===== src/bsit_pkg.sv =====
package bsit_pkg;

  localparam int MAX_BLOCKS = 8;
  localparam int INDEX_BITS = 16;

  localparam int REG_COUNT = 6;
  localparam int ADDR_BITS = 6;
  localparam int DATA_BITS = 64;

  // The offset from a split wraps at the index width, then fits the 16-bit field.
  localparam logic [15:0] OFFSET_MASK =
      (INDEX_BITS >= 16) ? 16'hFFFF : 16'((32'd1 << INDEX_BITS) - 32'd1);

  typedef enum logic [1:0] {
    CMD_SPLIT         = 2'd0,
    CMD_COMBINE_BLOCK = 2'd1,
    CMD_COMBINE_SPIN  = 2'd2,
    CMD_NONE          = 2'd3
  } command_t;

  typedef enum logic [1:0] {
    ST_OK         = 2'd0,
    ST_INDEX_OVER = 2'd1,
    ST_BLOCK_OVER = 2'd2,
    ST_OFFSET_OVER = 2'd3
  } status_t;

  typedef enum logic [2:0] {
    REG_AXIS_LENGTH  = 3'd0,
    REG_BLOCK_COUNT  = 3'd1,
    REG_ALPHA_COUNT  = 3'd2,
    REG_STARTS_LOW   = 3'd3,
    REG_STARTS_HIGH  = 3'd4,
    REG_SPIN_MASK    = 3'd5,
    REG_SPARE6       = 3'd6,
    REG_SPARE7       = 3'd7
  } reg_index_t;

  typedef struct packed {
    logic [1:0]  command;
    logic [15:0] index;
    logic [2:0]  block_number;
    logic        spin_beta;
    logic [2:0]  spatial_block;
    logic [15:0] inblock_offset;
  } req_t;

  typedef struct packed {
    logic [15:0] index_out;
    logic [2:0]  block_number_out;
    logic [2:0]  spatial_block_out;
    logic        spin_beta_out;
    logic [15:0] inblock_offset_out;
    logic [1:0]  status;
  } rsp_t;

  typedef struct packed {
    logic [15:0]       axis_length;
    logic [3:0]        block_count;
    logic [3:0]        alpha_block_count;
    logic [7:0][15:0]  block_starts;
    logic [7:0]        block_spin_mask;
  } cfg_t;

endpackage


===== src/bsit_regs.sv =====
module bsit_regs (
  input  logic                               clk,
  input  logic                               rst,
  input  logic                               psel,
  input  logic                               penable,
  input  logic                               pwrite,
  input  logic [bsit_pkg::ADDR_BITS-1:0]     paddr,
  input  logic [bsit_pkg::DATA_BITS-1:0]     pwdata,
  output logic [bsit_pkg::DATA_BITS-1:0]     prdata,
  output logic                               pready,
  output bsit_pkg::cfg_t                     cfg
);

  logic       wr_en;
  logic [2:0] reg_sel;

  assign pready  = 1'b1;
  assign wr_en   = psel && penable && pwrite;
  assign reg_sel = paddr[5:3];

  always_ff @(posedge clk) begin
    if (rst) begin
      cfg.axis_length       <= '0;
      cfg.block_count       <= 4'd1;
      cfg.alpha_block_count <= '0;
      cfg.block_starts      <= '0;
      cfg.block_spin_mask   <= '0;
    end else if (wr_en) begin
      case (reg_sel)
        bsit_pkg::REG_AXIS_LENGTH: cfg.axis_length       <= pwdata[15:0];
        bsit_pkg::REG_BLOCK_COUNT: cfg.block_count       <= pwdata[3:0];
        bsit_pkg::REG_ALPHA_COUNT: cfg.alpha_block_count <= pwdata[3:0];
        bsit_pkg::REG_STARTS_LOW:  cfg.block_starts[3:0] <= pwdata;
        bsit_pkg::REG_STARTS_HIGH: cfg.block_starts[7:4] <= pwdata;
        bsit_pkg::REG_SPIN_MASK:   cfg.block_spin_mask   <= pwdata[7:0];
        default: ;
      endcase
    end
  end

  always_comb begin
    case (reg_sel)
      bsit_pkg::REG_AXIS_LENGTH: prdata = 64'(cfg.axis_length);
      bsit_pkg::REG_BLOCK_COUNT: prdata = 64'(cfg.block_count);
      bsit_pkg::REG_ALPHA_COUNT: prdata = 64'(cfg.alpha_block_count);
      bsit_pkg::REG_STARTS_LOW:  prdata = cfg.block_starts[3:0];
      bsit_pkg::REG_STARTS_HIGH: prdata = cfg.block_starts[7:4];
      bsit_pkg::REG_SPIN_MASK:   prdata = 64'(cfg.block_spin_mask);
      default:                   prdata = '0;
    endcase
  end

endmodule


===== src/bsit_xlate.sv =====
module bsit_xlate #(
  parameter int MAX_BLOCKS = bsit_pkg::MAX_BLOCKS
) (
  input  bsit_pkg::cfg_t cfg,
  input  bsit_pkg::req_t req,
  output bsit_pkg::rsp_t rsp
);

  logic [3:0]  used;
  logic [7:0]  start_le;
  logic [2:0]  found;
  logic        stop;
  logic        beta;
  logic [4:0]  cblk;
  logic [2:0]  cblk_lo;
  logic [15:0] cstart;
  logic [15:0] cend;
  logic [16:0] csize;
  logic        cis_last;

  always_comb begin
    if (cfg.block_count == 4'd0) begin
      used = 4'd1;
    end else if (cfg.block_count > 4'(MAX_BLOCKS)) begin
      used = 4'(MAX_BLOCKS);
    end else begin
      used = cfg.block_count;
    end
  end

  // Split: the search stops at the first block that is not in use or whose start lies above the index.
  always_comb begin
    for (int i = 0; i < 8; i++) begin
      start_le[i] = (4'(i) < used) && (cfg.block_starts[i] <= req.index);
    end
    found = '0;
    stop  = 1'b0;
    for (int i = 0; i < MAX_BLOCKS; i++) begin
      if (!stop) begin
        if (start_le[i]) begin
          found = 3'(i);
        end else begin
          stop = 1'b1;
        end
      end
    end
  end

  assign beta = cfg.block_spin_mask[found];

  // Combine: the block number may run past eight when built from spin and spatial block.
  always_comb begin
    if (req.command == bsit_pkg::CMD_COMBINE_SPIN) begin
      cblk = 5'(req.spatial_block) + (req.spin_beta ? 5'(cfg.alpha_block_count) : 5'd0);
    end else begin
      cblk = 5'(req.block_number);
    end
    cblk_lo  = cblk[2:0];
    cis_last = (cblk == 5'(used) - 5'd1);
    cstart   = cfg.block_starts[cblk_lo];
    cend     = cis_last ? cfg.axis_length : cfg.block_starts[cblk_lo + 3'd1];
    csize    = (cend > cstart) ? 17'(cend) - 17'(cstart) : 17'd0;
  end

  always_comb begin
    rsp = '0;
    case (req.command)
      bsit_pkg::CMD_SPLIT: begin
        if (req.index >= cfg.axis_length) begin
          rsp.status = bsit_pkg::ST_INDEX_OVER;
        end else begin
          rsp.block_number_out   = found;
          rsp.spin_beta_out      = beta;
          rsp.spatial_block_out  = beta ? found - cfg.alpha_block_count[2:0] : found;
          rsp.inblock_offset_out = (req.index - cfg.block_starts[found]) &
                                   bsit_pkg::OFFSET_MASK;
        end
      end
      bsit_pkg::CMD_COMBINE_BLOCK, bsit_pkg::CMD_COMBINE_SPIN: begin
        if (cblk >= 5'(used)) begin
          rsp.status = bsit_pkg::ST_BLOCK_OVER;
        end else if (17'(req.inblock_offset) >= csize) begin
          rsp.status = bsit_pkg::ST_OFFSET_OVER;
        end else begin
          rsp.index_out = cstart + req.inblock_offset;
        end
      end
      default: ;
    endcase
  end

endmodule


===== src/block_segment_index_translate.sv =====
// Channel  | Handshake             | Payload
// request  | req_valid, req_ready  | req  (bsit_pkg::req_t)
// result   | rsp_valid, rsp_ready  | rsp  (bsit_pkg::rsp_t)
// config   | psel, penable, pwrite | paddr, pwdata, prdata, pready
//
// One item is accepted per cycle while req_ready is high. An accepted item is held
// in the input register, then passes the translation logic into the result register,
// from which its result is taken.
// Reset is synchronous and clears both stage valid bits and the configuration registers.
// A stalled result holds in the result register while the input register still
// takes one more item; ready falls only when both stages are full.
module block_segment_index_translate #(
  parameter int MAX_BLOCKS = bsit_pkg::MAX_BLOCKS
) (
  input  logic                           clk,
  input  logic                           rst,
  input  logic                           req_valid,
  output logic                           req_ready,
  input  bsit_pkg::req_t                 req,
  output logic                           rsp_valid,
  input  logic                           rsp_ready,
  output bsit_pkg::rsp_t                 rsp,
  input  logic                           psel,
  input  logic                           penable,
  input  logic                           pwrite,
  input  logic [bsit_pkg::ADDR_BITS-1:0] paddr,
  input  logic [bsit_pkg::DATA_BITS-1:0] pwdata,
  output logic [bsit_pkg::DATA_BITS-1:0] prdata,
  output logic                           pready
);

  bsit_pkg::cfg_t cfg;
  bsit_pkg::req_t item;
  bsit_pkg::rsp_t result_next;
  logic           item_valid;
  logic           result_ready;

  bsit_regs u_regs (
    .clk     (clk),
    .rst     (rst),
    .psel    (psel),
    .penable (penable),
    .pwrite  (pwrite),
    .paddr   (paddr),
    .pwdata  (pwdata),
    .prdata  (prdata),
    .pready  (pready),
    .cfg     (cfg)
  );

  bsit_xlate #(
    .MAX_BLOCKS (MAX_BLOCKS)
  ) u_xlate (
    .cfg (cfg),
    .req (item),
    .rsp (result_next)
  );

  assign result_ready = !rsp_valid || rsp_ready;
  assign req_ready    = !item_valid || result_ready;

  always_ff @(posedge clk) begin
    if (rst) begin
      item_valid <= 1'b0;
    end else if (req_ready) begin
      item_valid <= req_valid;
    end
  end

  always_ff @(posedge clk) begin
    if (req_valid && req_ready) begin
      item <= req;
    end
  end

  always_ff @(posedge clk) begin
    if (rst) begin
      rsp_valid <= 1'b0;
    end else if (result_ready) begin
      rsp_valid <= item_valid;
    end
  end

  always_ff @(posedge clk) begin
    if (item_valid && result_ready) begin
      rsp <= result_next;
    end
  end

  a_item_held: assert property (@(posedge clk) disable iff (rst)
    item_valid && !result_ready |=> item_valid && $stable(item))
    else $error("input register lost or changed a stalled item");

  a_item_moves: assert property (@(posedge clk) disable iff (rst)
    item_valid && result_ready |=> rsp_valid)
    else $error("item left the input register without reaching the result register");

  a_result_held: assert property (@(posedge clk) disable iff (rst)
    rsp_valid && !rsp_ready |=> rsp_valid && $stable(rsp))
    else $error("stalled result changed");

  a_error_zero: assert property (@(posedge clk) disable iff (rst)
    rsp_valid && rsp.status != bsit_pkg::ST_OK |->
      rsp.index_out == '0 && rsp.block_number_out == '0 &&
      rsp.spatial_block_out == '0 && !rsp.spin_beta_out &&
      rsp.inblock_offset_out == '0)
    else $error("error result carries nonzero fields");

endmodule


===== config.mk =====
export PLATFORM = sky130hd
export DESIGN_NAME = block_segment_index_translate
export DESIGN_NICKNAME = d
export VERILOG_FILES = /design/src/bsit_pkg.sv /design/src/bsit_regs.sv /design/src/bsit_xlate.sv /design/src/block_segment_index_translate.sv
export SDC_FILE = /design/constraint.sdc
export NUM_CORES = 1
export LEC_CHECK = 0
export ABC_AREA = 1
export BUFFER_PORTS_ARGS = -buffer_cell sky130_fd_sc_hd__buf_4
export CORE_MARGIN = 5
export CORE_UTILIZATION = 55
export DETAILED_ROUTE_END_ITERATION = 10
export MAX_ROUTING_LAYER = met4
export PLACE_DENSITY = 0.83
export SLEW_MARGIN = 5
export SYNTH_ARGS = -nofsm -noshare
export SYNTH_HDL_FRONTEND = slang
export SYNTH_HIERARCHICAL = 1
export SYNTH_SLANG_ARGS = --single-unit

===== constraint.sdc =====
create_clock -name clk -period 6 [get_ports clk]
set_input_delay 0.9 -clock clk [delete_from_list [all_inputs] [get_ports clk]]
set_output_delay 0.9 -clock clk [all_outputs]
set_load 0.03 [all_outputs]

Word level (Yosys, flattened, before mapping)
Index checks and enable logic that the tools add are counted.
Storage, ports and cells
  flip-flop bits (word level): 244
  input port bits: 118
Operators by class
  add/sub/neg operators: 7
  magnitude comparators: 24
  equality and inequality tests: 8
  multiplexer cells: 47
  bitwise gates (word level): 2
  reductions and logical operators: 28
Operator list (number)
  one-hot mux 64 bit (6 select lines): 1
  binary-select mux 16 bit (select 3 bit): 3
  less-or-equal comparator 16 bit: 8
  two-way mux 16 bit: 4
  two-way mux 3 bit: 14
  greater-or-equal comparator 16 x 17 -> 1 bit: 1
  two-way mux 17 bit: 1
  subtractor 16 x 16 -> 17 bit: 1
  adder 16 bit: 1
  greater-or-equal comparator 16 bit: 1
  > comparator 16 bit: 1
  less-than comparator 3 x 4 -> 1 bit, first input constant: 4
  two-way mux 1 bit: 16
  subtractor 16 bit: 1
  logical AND 1 bit: 12
  less-than comparator 3 x 4 -> 1 bit, second input constant: 3
  two-way mux 4 bit: 3
  AND reduction 2 bit: 6
  less-than comparator 1 x 4 -> 1 bit, first input constant: 2
  less-than comparator 2 x 4 -> 1 bit, first input constant: 2
  == test 3 x 2 -> 1 bit, second input constant: 2
  == test 3 bit, second input constant: 2
  adder 3 x 5 -> 5 bit: 1
  == test 5 bit: 1
  other kinds (20): 25

Longest topological paths before layout
Gate-level depths: netlist of the first run.
  word-level depth: 22
  gate-level depth with buffers: 46
  mapped depth without buffers: 42

Hierarchy
Netlist of the first run, hierarchy kept.
Modules (own cells, without submodules)
  bsit_xlate: instances 1, cells each 1804, area each 10392.5 um^2, sequential area each 0.0 um^2
  bsit_regs: instances 1, cells each 1228, area each 7659.8 um^2, sequential area each 3203.1 um^2
  block_segment_index_translate: instances 1, cells each 94, area each 2553.7 um^2, sequential area each 2502.4 um^2

Worst setup path after synthesis of the first run
No wires, ideal clock.
  path kind: reg-to-reg
  start point: reg item[19] (netlist bit)
  end point: reg rsp[39] (netlist bit), data pin
  arrival time: 6.281 ns
  slack: -0.538 ns
  cell stages (with the launch flop): 47
  buffers on the path: 6
  cells stage by stage: edfxtp_1 nand2_1 inv_1 ha_1 fa_1 nand2_1 o21ai_0 buf_2 clkbuf_1 ha_1 xor2_1 inv_1 clkbuf_1 buf_2 nor2_1 o22ai_1 nand2_1 a31oi_1 [... 11 more ...] ha_1 nand2_1 or2_2 a21boi_0 o21ai_0 a21boi_0 o21ai_0 nand2_1 nand2_1 inv_1 o21ai_0 nand2_1 nand2_1 nand2_1 nand2_1 nand2_1 buf_2 nor2_1
Between the ends
  word-level cells in the longest chain between the ends: 11
Ends and longest elaborated chain
  from (decl): line block_segment_index_translate.sv:33  | bsit_pkg::req_t item;
  from (signal assigned): line block_segment_index_translate.sv:72  | item <= req;
  two-way mux 4 bit *: line bsit_xlate.sv:54  | cblk = 5'(req.spatial_block) + (req.spin_beta ? 5'(cfg.alpha_block_count) : 5'd0);
  adder 3 x 5 -> 5 bit *: line bsit_xlate.sv:54
  two-way mux 5 bit *: line bsit_xlate.sv:53  | if (req.command == bsit_pkg::CMD_COMBINE_SPIN) begin
  adder 3 x 1 -> 3 bit: line bsit_xlate.sv:61  | cend = cis_last ? cfg.axis_length : cfg.block_starts[cblk_lo + 3'd1];
  binary-select mux 16 bit (select 3 bit): line bsit_xlate.sv:61
  two-way mux 16 bit (implied by the code): line bsit_xlate.sv:61
  two-way mux 16 bit: line bsit_xlate.sv:61
  subtractor 16 x 16 -> 17 bit or > comparator 16 bit (tied branches): line bsit_xlate.sv:62  | csize = (cend > cstart) ? 17'(cend) - 17'(cstart) : 17'd0;
  two-way mux 17 bit: line bsit_xlate.sv:62
  greater-or-equal comparator 16 x 17 -> 1 bit: line bsit_xlate.sv:82  | end else if (17'(req.inblock_offset) >= csize) begin
  OR reduction 3 bit (no line)
  to (signal assigned): line block_segment_index_translate.sv:86  | rsp <= result_next;
  to (decl): line block_segment_index_translate.sv:22  | output bsit_pkg::rsp_t rsp,
Every way passes the cells marked *; elsewhere a longest branch is shown, timed or not. The select of a mux whose other input is x is not followed.
A chain may end at the register's enable or synchronous reset.

Final worst setup path of the first run
  start point: reg item[19] (netlist bit)
  end point: reg rsp[29] (netlist bit), data pin
Same word-level chain as after synthesis.

==> results of run 1 <==
synthesized netlist by cell type (6+ instances only):
master	instances	share of area, %
ha_1	222	13
a31oi_1	19	0.58
o21ai_1	15	0.36
buf_2	33	0.80
inv_2	12	0.22
nand2_1	943	17
edfxtp_1	82	12
or2_2	8	0.24
inv_1	272	5.0
buf_4	26	0.95
o21bai_1	7	0.26
a21oi_1	222	5.4
o21a_1	8	0.29
nor2_1	479	8.7
o21ai_0	118	2.9
buf_6	19	1.0
xnor2_1	7	0.30
buf_1	12	0.22
a22oi_2	13	0.79
dfxtp_1	162	16
o22ai_1	25	0.76
nand3_1	190	4.6
nand4_1	28	0.85
a21boi_0	6	0.22
a32o_1	32	1.6
xor2_1	17	0.72
nor3b_1	7	0.26
clkbuf_1	63	1.1
cells by family (layout without fill, tap and decap cells):
kind of cell	Yosys count	count (layout)
DFF	244	244
other	1	1
muxes	4	4
adders and majority gates	227	227
and+or+nand+nor	1690	1690
xor gates and xnor gates	24	24
AOI/OAI and AO/OA	494	494
buffers and inverters	442	801
routing by layer:
metal | part of all wire (%) | global-route usage, % | vias to the layer above
li1 | - | - | 10900
met1 | 40 | 51.9 | 10900
met2 | 43 | 58.7 | 1469
met3 | 11 | 6.63 | 305
met4 | 5.9 | 18.4 | 0
met5 | 0 | - | -
through the flow:
step,setup slack [ns],hold slack (ns)
after detailed placement,-0.384,0.491
after floorplan,0.00263,0.457
after CTS,-0.0578,0.480
final,-0.369,0.486
after global routing,-0.676,0.480
after global placement,-0.283,0.483
area by class of cell:
type	instances	area [um^2]	share of cell area, %
Clock buffer	35	788	3.06
Clock inverter	16	173	0.671
Inverter	288	1110	4.30
Multi-Input combinational cell	2440	13600	52.8
Sequential cell	244	5710	22.2
Tap cell	474	593	2.30
Timing Repair Buffer	462	3770	14.7
flip-flops by register name (all words and copies together) (netlist names):
register / count
rsp_valid: 1
u_regs/cfg: 160
item_valid: 1
rsp: 41
item: 41
repair_timing:
action,in CTS,in global routing
setup buffers,14,26
hold buffers,0,0
resized for setup,52,131
setup endpoints to repair,18,22
gates cloned,4,1
pin swaps,12,46
final timing paths:
| check | cells past startpoint | from | slack [ns] | end |
|---|---|---|---|---|
| max | 43 | item[19] | -0.37 | rsp[29] |
| min | 1 | req[1] | 0.49 | item[1] |
| max reg2reg | 43 | item[19] | -0.37 | rsp[29] |
| min reg2reg | 2 | u_regs/cfg[40] | 0.50 | u_regs/cfg[40] |
critical path: cells and delay by family (launching register included):
family / cells / cell delay, ns
DFF: 1 / 0.39
adders and majority gates: 4 / 1.22
AOI/OAI and AO/OA: 13 / 1.63
xor gates and xnor gates: 1 / 0.27
buffers and inverters: 7 / 0.81
and+or+nand+nor: 18 / 1.77
where the power goes:
| group | internal [uW] | switching (uW) | leakage, uW |
|---|---|---|---|
| Sequential | 1760 | 61.6 | 0.00213 |
| Clock | 1060 | 736 | 0.000472 |
| Combinational | 1060 | 1320 | 0.00952 |
| Total | 3880 | 2120 | 0.0121 |
==> qor.csv, run 1 <==
stage,metric,value,unit
status,run status,finished with violations,
status,failing checks,setup timing,
floorplanning,DIE AREA,41400,um^2
clock_network,H-tree depth,1,
sta,max_slew headroom,27.3,%
placed_design,placed cell areas,23700,um^2
routing,DRT Pass-1 Iters,6,
logic_synthesis,Synth Area in Compound Gates,14.2,%
hold_path,HP Class,primary input to register,
global_route,vias in the first global route,21600,
worst_setup_path,Worst setup EP type,register,
logic_synthesis,"FF+latch count, synth",244,
finish,number of inserted diodes,0,
placed_design,Detailed Place HPWL,61.2,mm
worst_setup_path,Crit Path Category,register to register,
logic_synthesis,adder-cell share of the synthesized area,14.0,%
global_route,all-layer global routing usage,39.2,%
routing,Final ANT Viol Nets,0,
logic_synthesis,largest family of logic cells by synthesized area,simple AND/OR/NAND/NOR gates,
logic_synthesis,Synth async-reset ratio,0,%
sta,Final Cycle Share,106,%
floorplanning,Top Ports,226,
sta,fin crit period,6.37,ns
sta,Worst Clk Skew,0.0121,ns
job,max-cap check violation count,0,
floorplanning,Die H,204,um
finish,fin area,25700,um^2
clock_network,"CTS clk-pin slew, worst paths",0.06,ns
finish,fillcell total,3156,
global_route,first-pass GRT wire length,124,mm
routing,routed vias,23600,
logic_synthesis,share of the yosys chip area belonging to registers,27.7,%
global_route,initial antenna violation count,0,
finish,Final Core Density,69.0,%
sta,Final Worst Setup Slack,-0.369,ns
worst_setup_path,crit start category,register,
finish,Finished Layout Cells,3959,
clock_network,CTS tree,yes,
finish,net count reported at finish,3809,
floorplanning,Cell Rows,71,
power_and_ir_drop,P per Cell Area,233,nW/um^2
logic_synthesis,"Cell Area, Synth",20600,um^2
worst_setup_path,CP Max Fanout,8,
floorplanning,die width,204,um
sta,RSZ-0062 raised after global routing,true,
global_route,GRT overflow,0,
worst_setup_path,max incr delay on CP,0.43,ns
logic_synthesis,number of synthesized flops with an enable pin,82,
sta,Setup TNS,-5.98,ns
placed_design,I/O Buffers,221,
logic_synthesis,Simple-Gate Fraction of Synth Area,33.4,%
placed_design,Post-Place Cells,3867,
logic_synthesis,Synth warnings,6,
sta,Fmax,157,MHz
power_and_ir_drop,Total Power,6000,uW
logic_synthesis,main flop type after synthesis,dfxtp_1,
routing,routed wire length,83.7,mm
clock_network,clock sinks,244,
floorplanning,Initial Utilization,55.2,%
global_route,maximum number of pins on one net before global-route repair,129,
sta,"Slew Viols, Final",0,
finish,"most common cell after layout, fill and taps aside",nand2_1,
logic_synthesis,syn avg cell area,6.59,um^2
worst_setup_path,CP Data Required Time,6.33,ns
logic_synthesis,fraction of synthesized area in multiplexers,0.194,%
routing,detailed-route DRC error count,0,
clock_network,CTS Buffer Depth,3,
routing,WL per Instance,21.1,um
logic_synthesis,"Distinct cells, synth",58,
logic_synthesis,Synth Instances,3126,
power_and_ir_drop,Static Leak,0.0121,uW
logic_synthesis,syn_nets,3471,
sta,final hold violations,0,
power_and_ir_drop,Worst VDD drop,0.000208,V
finish,share of cells above drive strength 1,19.9,%
routing,Iteration-0 DRC Markers,2975,
finish,most frequent cells in the layout,"nand2_1, nor2_1, buf_4",
worst_setup_path,most frequent cell on the critical path,nand2_1,
floorplanning,core area,37300,um^2
worst_setup_path,Worst Path Arrival,6.70,ns
clock_network,CTS Buf Count,28,
placed_design,routability cong.,1.04,
sta,setup violators final,18,
clock_network,clock latency on the worst-skew pair,0.59,ns
logic_synthesis,xor/xnor cell area share of the yosys netlist,1.02,%
finish,Area Overhead vs Synth,24.9,%
worst_setup_path,Worst path slowest cell,fa_1,
routing,routed vias/inst,5.97,
clock_network,clk root buf,clkbuf_16,
sta,worst-margin pin slew,1.09,ns
No activity file was read; power rests on OpenSTA's default activity.
==> run 2, diff against run 1 <==
--- a/config.mk
+++ b/config.mk
@@ -12,6 +12,7 @@
 export DETAILED_ROUTE_END_ITERATION = 10
 export MAX_ROUTING_LAYER = met4
 export PLACE_DENSITY = 0.83
+export SKIP_CTS_REPAIR_TIMING = 1
 export SLEW_MARGIN = 5
 export SYNTH_ARGS = -nofsm -noshare
 export SYNTH_HDL_FRONTEND = slang
==> run 2 against run 1 <==
Net effect:
- the flow still finishes with violations (setup timing)
- first-iteration DRC count grew 7.2%
- clock power is essentially flat
- sequential power is essentially flat
- non-clock buffer count shrank 5
- cell area is essentially flat
- fmax grew 1.8%
- via count is essentially flat
- routed wire length grew 1.0%
- hold slack gained 0.0053 ns
- register-to-register slack gained 0.11 ns
- clock-buffer cell count is the same
- core utilization shrank 0.057 points
==> qor.csv, run 2 (synthesis results as in run 1) <==
stage,metric,value,unit,change
status,run status,finished with violations,,unchanged
status,failing checks,setup timing,,unchanged
worst_setup_path,crit start category,register,,unchanged
sta,setup violators final,18,,unchanged
global_route,maximum number of pins on one net before global-route repair,129,,unchanged
worst_setup_path,r2r setup slk,-0.26,ns,was -0.37 ns
finish,max reg flops,160,,unchanged
hold_path,worst hold path stage count,1,,unchanged
routing,DRT Pass-1 Iters,6,,unchanged
worst_setup_path,Crit Path Category,register to register,,unchanged
routing,WL per Instance,21.4,um,was 21.1 um
floorplanning,core area,37300,um^2,unchanged
sta,final hold violations,0,,unchanged
global_route,vias in the first global route,21300,,was 21600
floorplanning,Die H,204,um,unchanged
placed_design,Post-Place Cells,3867,,unchanged
placed_design,placed cell areas,23700,um^2,unchanged
floorplanning,die width,204,um,unchanged
finish,"most common cell after layout, fill and taps aside",nand2_1,,unchanged
routing,Iteration-0 DRC Markers,3189,,was 2975
global_route,initial antenna violation count,0,,unchanged
floorplanning,Top Ports,226,,unchanged
hold_path,HP Start,req[38],,was req[1]
finish,Area Overhead vs Synth,24.8,%,was 24.9%
routing,routed wire length,84.5,mm,was 83.7 mm
global_route,first-pass GRT wire length,122,mm,was 124 mm
clock_network,clock sinks,244,,unchanged
worst_setup_path,Worst Path Arrival,6.59,ns,was 6.70 ns
finish,biggest registers after layout,"u_regs/cfg x160, item x41, rsp x41",,unchanged
hold_path,HP Class,primary input to register,,unchanged
worst_setup_path,worst r2r path cells,44,,was 43
clock_network,"CTS clk-pin slew, worst paths",0.07,ns,was 0.06 ns
worst_setup_path,"CP delay by family, top",simple AND/OR/NAND/NOR gates,,unchanged
routing,detailed-route DRC error count,0,,unchanged
floorplanning,DIE AREA,41400,um^2,unchanged
worst_setup_path,Worst setup EP type,register,,unchanged
clock_network,CTS Buffer Depth,3,,unchanged
placed_design,Setup Slack @ Placement,-0.384,ns,unchanged
sta,Final Cycle Share,104,%,was 106%
job,max-cap check violation count,0,,unchanged
routing,Final ANT Viol Nets,0,,unchanged
sta,"Slew Viols, Final",0,,unchanged
finish,Top reg by flops,u_regs/cfg,,unchanged
worst_setup_path,FF-to-FF Start,item[19],,unchanged
worst_setup_path,CP Max Fanout,12,,was 8
placed_design,I/O Buffers,221,,unchanged
routing,routed vias,23700,,was 23600
clock_network,H-tree depth,1,,unchanged
sta,Worst Clk Skew,0.0129,ns,was 0.0121 ns
power_and_ir_drop,Static Leak,0.0121,uW,about the same
sta,max_slew headroom,27.5,%,was 27.3%
sta,worst-margin pin slew,1.08,ns,was 1.09 ns
worst_setup_path,max incr delay on CP,0.54,ns,was 0.43 ns
power_and_ir_drop,Worst VDD drop,0.000216,V,was 0.000208 V
worst_setup_path,CP Data Required Time,6.33,ns,about the same
global_route,GRT overflow,0,,unchanged
sta,Final Worst Setup Slack,-0.258,ns,was -0.369 ns
finish,fin area,25700,um^2,about the same
worst_setup_path,Worst path slowest cell,fa_2,,was fa_1
floorplanning,Initial Utilization,55.2,%,unchanged
sta,fin crit period,6.26,ns,was 6.37 ns
finish,Final Core Density,68.9,%,was 69.0%
clock_network,clk root buf,clkbuf_16,,unchanged
floorplanning,Cell Rows,71,,unchanged
worst_setup_path,r2r endpoint,rsp[39],,was rsp[29]
finish,most frequent cells in the layout,"nand2_1, nor2_1, buf_4",,unchanged
finish,share of cells above drive strength 1,19.4,%,was 19.9%
finish,Finished Layout Cells,3956,,was 3959
sta,Fmax,160,MHz,was 157 MHz
placed_design,Detailed Place HPWL,61.2,mm,unchanged
sta,RSZ-0062 raised after global routing,true,,unchanged
global_route,all-layer global routing usage,38.5,%,was 39.2%
clock_network,CTS tree,yes,,unchanged
clock_network,CTS Buf Count,28,,unchanged
clock_network,clock latency on the worst-skew pair,0.58,ns,was 0.59 ns
hold_path,Hold Crit Endpoint,item[38],,was item[1]
worst_setup_path,worst path bufs/invs,10,,was 7
placed_design,routability cong.,1.04,,unchanged
worst_setup_path,most frequent cell on the critical path,nand2_2,,was nand2_1
finish,net count reported at finish,3805,,was 3809
power_and_ir_drop,P per Cell Area,231,nW/um^2,was 233 nW/um^2
routing,routed vias/inst,5.98,,was 5.97
-- run 2: worst max-delay path by stage --
stage | from | endpoint | slack, ns | cells past startpoint
floorplan | item[19] | rsp[39] | 0.003 | 43
global placement | item[19] | rsp[29] | -0.28 | 42
detailed placement | item[19] | rsp[37] | -0.38 | 41
CTS | item[19] | rsp[37] | -0.52 | 41
global route | item[19] | rsp[30] | -0.65 | 43
finish | item[19] | rsp[39] | -0.26 | 44
-- run 2: layout make-up --
cell class                      instances  area, um^2
Fill cell                            3163       11600
Multi-Input combinational cell       2440       13500
Timing Repair inverter                  1        7.51
Tap cell                              474         593
Timing Repair Buffer                  457        3790
Sequential cell                       244        5710
Inverter                              288        1110
Clock buffer                           35         788
Clock inverter                         16         173
Antenna cell                            1        2.50
-- run 2: metal layers --
| metal | GRT usage [%] | share of wire, % | vias up | wire [um] |
|---|---|---|---|---|
| met5 | - | 0 | - | 0 |
| met4 | 16.3 | 5.7 | 0 | 4840 |
| met3 | 6.17 | 10 | 305 | 8610 |
| met2 | 58.4 | 44 | 1467 | 37000 |
| met1 | 51.3 | 40 | 11000 | 34000 |
| li1 | - | - | 10900 | - |
-- run 2: power breakdown --
part / switching, uW / total, uW / leakage [uW] / internal (uW)
registers: 61.4 / 1820 / 0.00213 / 1760
clock network: 734 / 1790 / 0.000472 / 1060
logic: 1300 / 2330 / 0.00951 / 1030
total: 2090 / 5940 / 0.0121 / 3850
-- run 2: through the flow --
stage | setup TNS, ns | power (uW) | hold WS, ns
floorplan | 0 | 2910 | 0.457
global placement | -4.62 | 3660 | 0.483
detailed placement | -6.19 | 3710 | 0.491
CTS | -7.83 | 5490 | 0.480
global route | -11.19 | 6210 | 0.480
finish | -4.11 | 5940 | 0.491
